$ cat src/sv/spq_pkg.sv
// shared types and constants for the stable priority queue
package spq_pkg;

  localparam int PRIORITY_BITS   = 8;
  localparam int PAYLOAD_BITS    = 16;
  localparam int STATUS_BITS     = 2;
  localparam int OCC_BITS        = 5;
  localparam int QUEUE_DEPTH_DEF = 16;

  // request kinds
  localparam logic REQ_PUSH = 1'b0;
  localparam logic REQ_POP  = 1'b1;

  // result status codes
  localparam logic [STATUS_BITS-1:0] ST_OK    = 2'd0;
  localparam logic [STATUS_BITS-1:0] ST_FULL  = 2'd1;
  localparam logic [STATUS_BITS-1:0] ST_EMPTY = 2'd2;

  typedef struct packed {
    logic                     req_type;
    logic [PRIORITY_BITS-1:0] entry_priority;
    logic [PAYLOAD_BITS-1:0]  entry_payload;
  } spq_req_t;

  typedef struct packed {
    logic [STATUS_BITS-1:0]   status;
    logic [PAYLOAD_BITS-1:0]  popped_payload;
    logic [PRIORITY_BITS-1:0] popped_priority;
    logic                     head_valid;
    logic [PAYLOAD_BITS-1:0]  head_payload;
    logic [OCC_BITS-1:0]      occupancy;
  } spq_result_t;

  // contents of one slot of the sorted row
  typedef struct packed {
    logic                     valid;
    logic [PRIORITY_BITS-1:0] prio;
    logic [PAYLOAD_BITS-1:0]  payload;
  } spq_entry_t;

  // operation broadcast to every cell
  typedef enum logic [1:0] {
    CELL_HOLD = 2'b00,
    CELL_PUSH = 2'b01,
    CELL_POP  = 2'b10
  } spq_cell_op_t;

endpackage

$ cat src/sv/spq_cell.sv
// one slot of the sorted row: compare against the new entry and shift
module spq_cell
  import spq_pkg::*;
(
  input  logic         clk,
  input  logic         rst,
  input  spq_cell_op_t op,
  input  spq_entry_t   new_entry,
  input  spq_entry_t   left_entry,
  input  logic         left_keep,
  input  spq_entry_t   right_entry,
  output spq_entry_t   entry,
  output logic         keep
);

  spq_entry_t entry_next;

  // entry stays in place on push when it ranks at or above the new one
  assign keep = entry.valid && (entry.prio >= new_entry.prio);

  // select from self, new entry, left or right neighbor
  always_comb begin
    entry_next = entry;
    case (op)
      CELL_PUSH: begin
        if (keep) begin
          entry_next = entry;
        end else if (left_keep) begin
          entry_next = new_entry;
        end else begin
          entry_next = left_entry;
        end
      end
      CELL_POP:  entry_next = right_entry;
      CELL_HOLD: entry_next = entry;
      default:   entry_next = entry;
    endcase
  end

  // valid bit under reset, data without
  always_ff @(posedge clk) begin
    if (rst) begin
      entry.valid <= 1'b0;
    end else begin
      entry.valid <= entry_next.valid;
    end
    entry.prio    <= entry_next.prio;
    entry.payload <= entry_next.payload;
  end

endmodule

$ cat src/sv/stable_priority_queue_unit.sv
// top level of the stable priority queue: row of compare-and-shift cells
//
// Bounded priority queue held in a row of QUEUE_DEPTH cells, highest priority in the head cell,
// equal priorities in arrival order. One push or pop is taken every clock cycle: busy stays low,
// and each cell compares itself with the pushed entry and shifts toward its neighbor in the same
// cycle. The result of a request accepted at one edge is shown for exactly one cycle after it,
// marked by done; the receiver cannot stall, so it must sample the result in that cycle. head
// and occupancy in a result give the queue after that request. A push to a full queue returns
// status full and a pop on an empty queue status empty, both leaving the queue unchanged.
module stable_priority_queue_unit
  import spq_pkg::*;
#(
  parameter int QUEUE_DEPTH = QUEUE_DEPTH_DEF
) (
  input  logic        clk,
  input  logic        rst,
  input  logic        start,
  output logic        busy,
  input  spq_req_t    req,
  output logic        done,
  output spq_result_t result
);

  localparam int CountW = $clog2(QUEUE_DEPTH + 1);

  spq_entry_t   cell_entry [QUEUE_DEPTH];
  logic         cell_keep  [QUEUE_DEPTH];
  spq_entry_t   new_entry;
  spq_entry_t   empty_entry;
  spq_cell_op_t op;
  logic         accept;
  logic         full;
  logic         empty;
  logic         push_ok;
  logic         pop_ok;

  logic [CountW-1:0]        count;
  logic [STATUS_BITS-1:0]   status;
  logic [PAYLOAD_BITS-1:0]  popped_payload;
  logic [PRIORITY_BITS-1:0] popped_priority;

  // one request per cycle
  assign busy   = 1'b0;
  assign accept = start && !busy;
  assign full   = (count == CountW'(QUEUE_DEPTH));
  assign empty  = (count == '0);

  assign push_ok = accept && (req.req_type == REQ_PUSH) && !full;
  assign pop_ok  = accept && (req.req_type == REQ_POP) && !empty;

  assign new_entry   = '{valid: 1'b1, prio: req.entry_priority, payload: req.entry_payload};
  assign empty_entry = '0;

  // operation to the row
  always_comb begin
    if (push_ok) begin
      op = CELL_PUSH;
    end else if (pop_ok) begin
      op = CELL_POP;
    end else begin
      op = CELL_HOLD;
    end
  end

  // row of cells, head at index zero
  for (genvar i = 0; i < QUEUE_DEPTH; i++) begin : g_cell
    spq_entry_t left_e;
    spq_entry_t right_e;
    logic       left_k;

    if (i == 0) begin : g_head
      assign left_e = empty_entry;
      assign left_k = 1'b1;
    end else begin : g_mid
      assign left_e = cell_entry[i-1];
      assign left_k = cell_keep[i-1];
    end

    if (i == QUEUE_DEPTH - 1) begin : g_tail
      assign right_e = empty_entry;
    end else begin : g_body
      assign right_e = cell_entry[i+1];
    end

    spq_cell u_cell (
      .clk         (clk),
      .rst         (rst),
      .op          (op),
      .new_entry   (new_entry),
      .left_entry  (left_e),
      .left_keep   (left_k),
      .right_entry (right_e),
      .entry       (cell_entry[i]),
      .keep        (cell_keep[i])
    );
  end

  // occupancy counter and result strobe
  always_ff @(posedge clk) begin
    if (rst) begin
      done  <= 1'b0;
      count <= '0;
    end else begin
      done <= accept;
      if (push_ok) begin
        count <= count + 1'b1;
      end else if (pop_ok) begin
        count <= count - 1'b1;
      end
    end
  end

  // result fields captured with the transfer
  always_ff @(posedge clk) begin
    if (accept) begin
      if (req.req_type == REQ_PUSH) begin
        status <= full ? ST_FULL : ST_OK;
      end else begin
        status <= empty ? ST_EMPTY : ST_OK;
      end
      popped_payload  <= pop_ok ? cell_entry[0].payload : '0;
      popped_priority <= pop_ok ? cell_entry[0].prio : '0;
    end
  end

  // head comes straight from the updated head cell
  always_comb begin
    result.status          = status;
    result.popped_payload  = popped_payload;
    result.popped_priority = popped_priority;
    result.head_valid      = cell_entry[0].valid;
    result.head_payload    = cell_entry[0].valid ? cell_entry[0].payload : '0;
    result.occupancy       = OCC_BITS'(count);
  end

endmodule

$ cat config.mk
export PLATFORM = sky130hd
export DESIGN_NAME = stable_priority_queue_unit
export DESIGN_NICKNAME = d
export VERILOG_FILES = /design/src/sv/spq_pkg.sv /design/src/sv/spq_cell.sv /design/src/sv/stable_priority_queue_unit.sv
export SDC_FILE = /design/constraint.sdc
export NUM_CORES = 1
export LEC_CHECK = 0
export BUFFER_PORTS_ARGS = -buffer_cell sky130_fd_sc_hd__buf_2
export CAP_MARGIN = 20
export CELL_PAD_IN_SITES_DETAIL_PLACEMENT = 1
export CELL_PAD_IN_SITES_GLOBAL_PLACEMENT = 2
export CORE_MARGIN = 5
export CORE_UTILIZATION = 39
export CTS_CLUSTER_SIZE = 30
export DETAILED_ROUTE_END_ITERATION = 10
export HOLD_SLACK_MARGIN = 0.08
export PLACE_DENSITY = 0.89
export SETUP_SLACK_MARGIN = 0.15
export SLEW_MARGIN = 20
export SYNTH_ARGS = -nofsm -noshare
export SYNTH_HDL_FRONTEND = slang
export SYNTH_HIERARCHICAL = 1
export SYNTH_SLANG_ARGS = --single-unit
$ cat constraint.sdc
create_clock -name clk -period 4.33 [get_ports clk]
set_clock_uncertainty 0.15 [all_clocks]
set_input_delay 0.6495 -clock clk [delete_from_list [all_inputs] [get_ports clk]]
set_output_delay 0.6495 -clock clk [all_outputs]
set_load 0.01 [all_outputs]
## Word level (Yosys, flattened, before mapping)

Cells that the tools add are included.

- Add/subtract/negate cells: 2
- Multipliers: 0
- Divide/modulo/power cells: 0
- $lt $le $gt $ge: 16
- Eq/ne operators: 19
- Shift operators: 0
- Muxes and demuxes: 55
- Bitwise logic cells: 1
- Reduce and logical (&&, ||, !) cells: 41

Operator list:

| operator | count |
|---|---|
| one-hot mux 25 bit (2 select lines) | 16 |
| two-way mux 25 bit | 31 |
| greater-or-equal comparator 8 bit | 16 |
| inequality test 2 bit (second input constant) | 16 |
| AND reduction 2 bit | 16 |
| logical AND 1 bit | 20 |
| two-way mux 16 bit | 1 |
| two-way mux 5 bit | 2 |
| two-way mux 2 bit | 4 |
| adder 5 x 1 -> 5 bit (second input constant) | 1 |
| equality test 5 bit (second input constant) | 1 |
| zero test 5 bit | 1 |
| subtractor 5 x 1 -> 5 bit (second input constant) | 1 |
| nonzero test 2 bit | 2 |
| equality test 2 x 1 -> 1 bit (second input constant) | 1 |
| equality test 2 bit (second input constant) | 1 |
| zero test 1 bit | 2 |
| two-way mux 1 bit | 1 |
| inverter 1 bit | 1 |

- Bits in registers: 432
- Latch bits: 0
- Bits in writable memories: 0
- ROM bits: 0
- Input port bits: 28
- Output and inout bits: 50
- Logic and storage cells: 187
- Memories kept: 0

## Depth between registers and ports, before layout

- Depth in word-level cells: 8
- Depth in mapped cells: 9
- Mapped depth without buffers: 9

## By module

Netlist, hierarchy kept.

By module, submodules not included:

| module | instances | cells an instance | area each (um^2) | sequential area each (um^2) |
|---|---|---|---|---|
| spq_cell at g_cell[2].u_cell ... | 8 | 139 | 1,496.4 | 740.7 |
| spq_cell at g_cell[0].u_cell ... | 8 | 139 | 1,493.9 | 740.7 |
| stable_priority_queue_unit | 1 | 119 | 1,485.2 | 900.9 |

## Worst setup path before layout

No wires, ideal clock.

- Kind: input to register
- Start: in req[24] (netlist bit)
- End: reg g_cell[0].u_cell/entry[0] (netlist bit) (enable)
- Library setup time: 0.410 ns
- Arrival: 4.034 ns
- Data required time: 3.770 ns
- Setup slack: -0.264 ns
- Stages: 5
- Buffers on the path: 1
- Cells stage by stage: clkbuf_1 > nor2b_1 > and2_1 > nand2b_1 > o21bai_1

- Longest elaborated chain between the ends: 7
- Elaborated cells on any way between the ends: 12
- Classes of those cells: 3 x eq/ne; 2 x mux; 1 x bitwise; 6 x reduce/logical

RTL lines:

| item | RTL line | source |
|---|---|---|
| start, declared | stable_priority_queue_unit.sv:19 | `input spq_req_t req,` |
| inverter 1 bit (*) | n/a |  |
| logical AND 1 bit (*) (2 in series) | stable_priority_queue_unit.sv:48 | `assign push_ok = accept && (req.req_type == REQ_PUSH) && !full;` |
| two-way mux 2 bit (*) | stable_priority_queue_unit.sv:56 | `if (push_ok) begin` |
| named net op[0] | stable_priority_queue_unit.sv:30 | `spq_cell_op_t op;` |
| equality test 2 x 1 -> 1 bit / equality test 2 bit (equally long branches) | spq_cell.sv:24 | `case (op)` |
| inequality test 2 bit (no line) / nonzero test 2 bit (equally long branches) | n/a |  |
| AND reduction 2 bit (no line) (*) | n/a |  |
| end, declared | spq_cell.sv:12 | `output spq_entry_t entry,` |

Mark *: on every way through the listed nets, which the timed path passes. The rest lies on a longest branch.
A chain may end at the register's enable or synchronous reset.

==> run summary <==
Post-synth top flop: edfxtp_1
Seq pwr share: 43.4%
net switching power: 0.006744 W
CTS resizes: 0
GR Overflow Total: 0
Initial Util: 39.41%
I/O Pins: 78
P_int: 0.01189 W
Max IR drop VDD: 0.3104 mV
Die H: 265.2 um
crit-path max FO: 32
via count: 18323
slowest CP cell: buf_2
Nets: 2625
Die Width: 265.2 um
Post-CTS Setup Bufs: 0
#FFs+latches synth: 432
post-synth top area share: 48.46%
CTS Hold Bufs: 0
Clk network pwr share: 22.1%
Avg WL per Cell: 19.36 um
measured slew at the worst slew-check pin: 868.0 ps
Final WS setup: 1052 ps
Synth top cells by count: mux2i_1, edfxtp_1, nand2_1
crit path DAT: 3420 ps
initial antenna violation count: 1
share of layout cells above drive strength 1: 10.41%
total power: 0.01864 W
Comb pwr share: 34.6%
ANT nets after route: 0
Yosys top cell by area: edfxtp_1
Num CTS Buffers: 50
Synth cell types: 40
kind of critical path: input port to register
status: completed
Mapped Cells: 2343
Residual DRC: 0
vias per std cell: 5.450
CTS tree: built
Root Driver: clkbuf_16
router iterations before antenna repair: 5
sequential area share after synthesis: 50.19%
# setup viols final: 0
gr usage total: 18.07%
synth warn: 6
initial DRC count: 964
hpwl dp: 46720 um
pin count of the biggest net entering global routing: 51
period utilization: 75.71%
startpoint types: input port
Synth area leaders: edfxtp_1, mux2i_1, o21ai_0, ha_1, nand2_1
first-pass GRT wire length: 107200 um
Layout Utilization: 44.51%
post-route insts no fill: 3362
Routed WL: 65100 um
row count: 93
vias in the first global route: 20479
Post-Place Setup Slack: 503.9 ps
# diodes: 0
Fmax achieved: 305.0 MHz
clock-pin slew on the worst setup and hold paths: 60 ps
P_leak: 10.29 nW
Final Critical Period: 3278 ps
max_cap viols: 0
async set-reset flop share out of synthesis: 0%
EDFF count, synth: 410
PwrDens: 649.5 mW/mm2
H-tree levels: 2
RSZ-0062 raised after global routing: false
placed cells: 3268
clock sink total: 432
final hold vios: 0
worst min path class: input port to register
slew margin rel.: 42.01%
Setup crit end kind: register
count of pins over their slew limit: 0
Synth Cell Area: 0.02541 mm2
setup_tns: 0 ps
Worst Path Required: 4470 ps
CP cell instances: buf_2 -> inv_1 -> ha_1 -> a21oi_1 -> a2bb2oi_1 -> o31ai_4 -> o21bai_2 -> buf_4
total core area: 0.06446 mm2
Area Growth Syn to Fin: 12.93%
Sw Ratio: 36.19%
die area: 0.07035 mm2
Syn Area/Cell: 10.84 um2
clock latency on the worst-skew pair: 610 ps
CP peak stage delay: 500 ps
Port Buffer Count: 76
reg-to-reg slack, setup: 1060 ps
routability cong.: 0.7789
maximum clock insertion buffer count: 3
top-count cell post-synth: mux2i_1
per-layer routing:
layer	part of all wire (%)	global-route usage, %	vias to the layer above
li1	-	-	8704
met1	44	22.89	9351
met2	52	33.12	191
met3	2.3	2.016	77
met4	1.8	4.462	0
met5	0	0	-
final cells by class:
cell class | instances | area (um2)
fillers | 7140 | 35770
clock inverters | 36 | 265.3
well taps | 855 | 1070
multi-input cells | 1713 | 11950
flip-flops and latches | 432 | 12750
clock buffers | 58 | 1303
inverters | 131 | 491.7
repair buffers | 137 | 863.3
sequential cells by signal, indices dropped and copies added, names as in the netlist:
register,count
status,2
popped_priority,8
popped_payload,16
g_cell.u_cell/entry,400
done,1
count,5
power by group through the flow:
stage | Combinational (W) | Clock (W) | Sequential, W
after floorplan | 0.00462 | 0 | 0.00777
after global placement | 0.00595 | 0 | 0.00811
after detailed placement | 0.00642 | 0 | 0.00817
after CTS | 0.00649 | 0.00424 | 0.00811
after global routing | 0.00722 | 0.00441 | 0.00827
final | 0.00644 | 0.00412 | 0.00808
logic make-up (layout without fill, tap and decap cells):
kind of cell,Yosys count,after routing,synth area share (%)
XOR/XNOR,4,4,0.1379
flip-flops,432,432,50.19
adder cells (fa/ha/maj),132,132,6.530
multiplexers,420,420,16.55
buffers and inverters,264,362,4.708
other,2,68,0.02956
AND/OR/NAND/NOR,520,520,8.805
AO/OA/AOI/OAI,569,569,13.05
path summary, 6_finish.rpt:
kind	start	endpoint	depth (start not counted)
worst max-delay path	req[21]	g_cell[2].u_cell/entry[7]$_DFFE_PP_	8
worst min-delay path	req[24]	status[0]$_SDFFCE_PP0P_	2
worst max register to register	count[0]$_SDFFE_PP0P_	g_cell[13].u_cell/entry[5]$_DFFE_PP_	7
worst min register to register	g_cell[15].u_cell/entry[9]$_DFFE_PP_	g_cell[14].u_cell/entry[9]$_DFFE_PP_	2
through the flow:
stage | area, um2 | hold WS (ps)
2_1_floorplan | 25660 | 346.3
3_3_place_gp | 27130 | 351.5
3_5_place_dp | 27130 | 372.2
4_1_cts | 28690 | 250.1
5_1_grt | 28690 | 289.1
6_report | 28690 | 291.2
layout by cell type, fill, tap and decap left out, types with 15 or more instances in the layout:
cell and count:
or2b_1 16, inv_1 130, a2bb2oi_1 16, nand2b_1 16, a21o_1 17, nor2b_2 16, mux2i_1 419, clkinv_1 20
ha_1 131, nand2_1 388, edfxtp_1 410, nand3_1 17, clkbuf_16 51, and2_1 40, o211ai_1 16, a31oi_1 16
buf_2 76, buf_4 59, dfxtp_1 22, conb_1 68, o31a_1 16, nor2_1 21, a211o_1 16, o21ai_0 385
o21bai_2 16, o31ai_4 15, a21oi_1 50
critical path: cells and delay by family:
kind / cells / cell delay [ps]
adders and majority gates: 1 / 350
AOI/OAI and AO/OA: 4 / 1390
buffers and inverters: 3 / 980
Note: power is estimated with default switching activity, not from simulation.
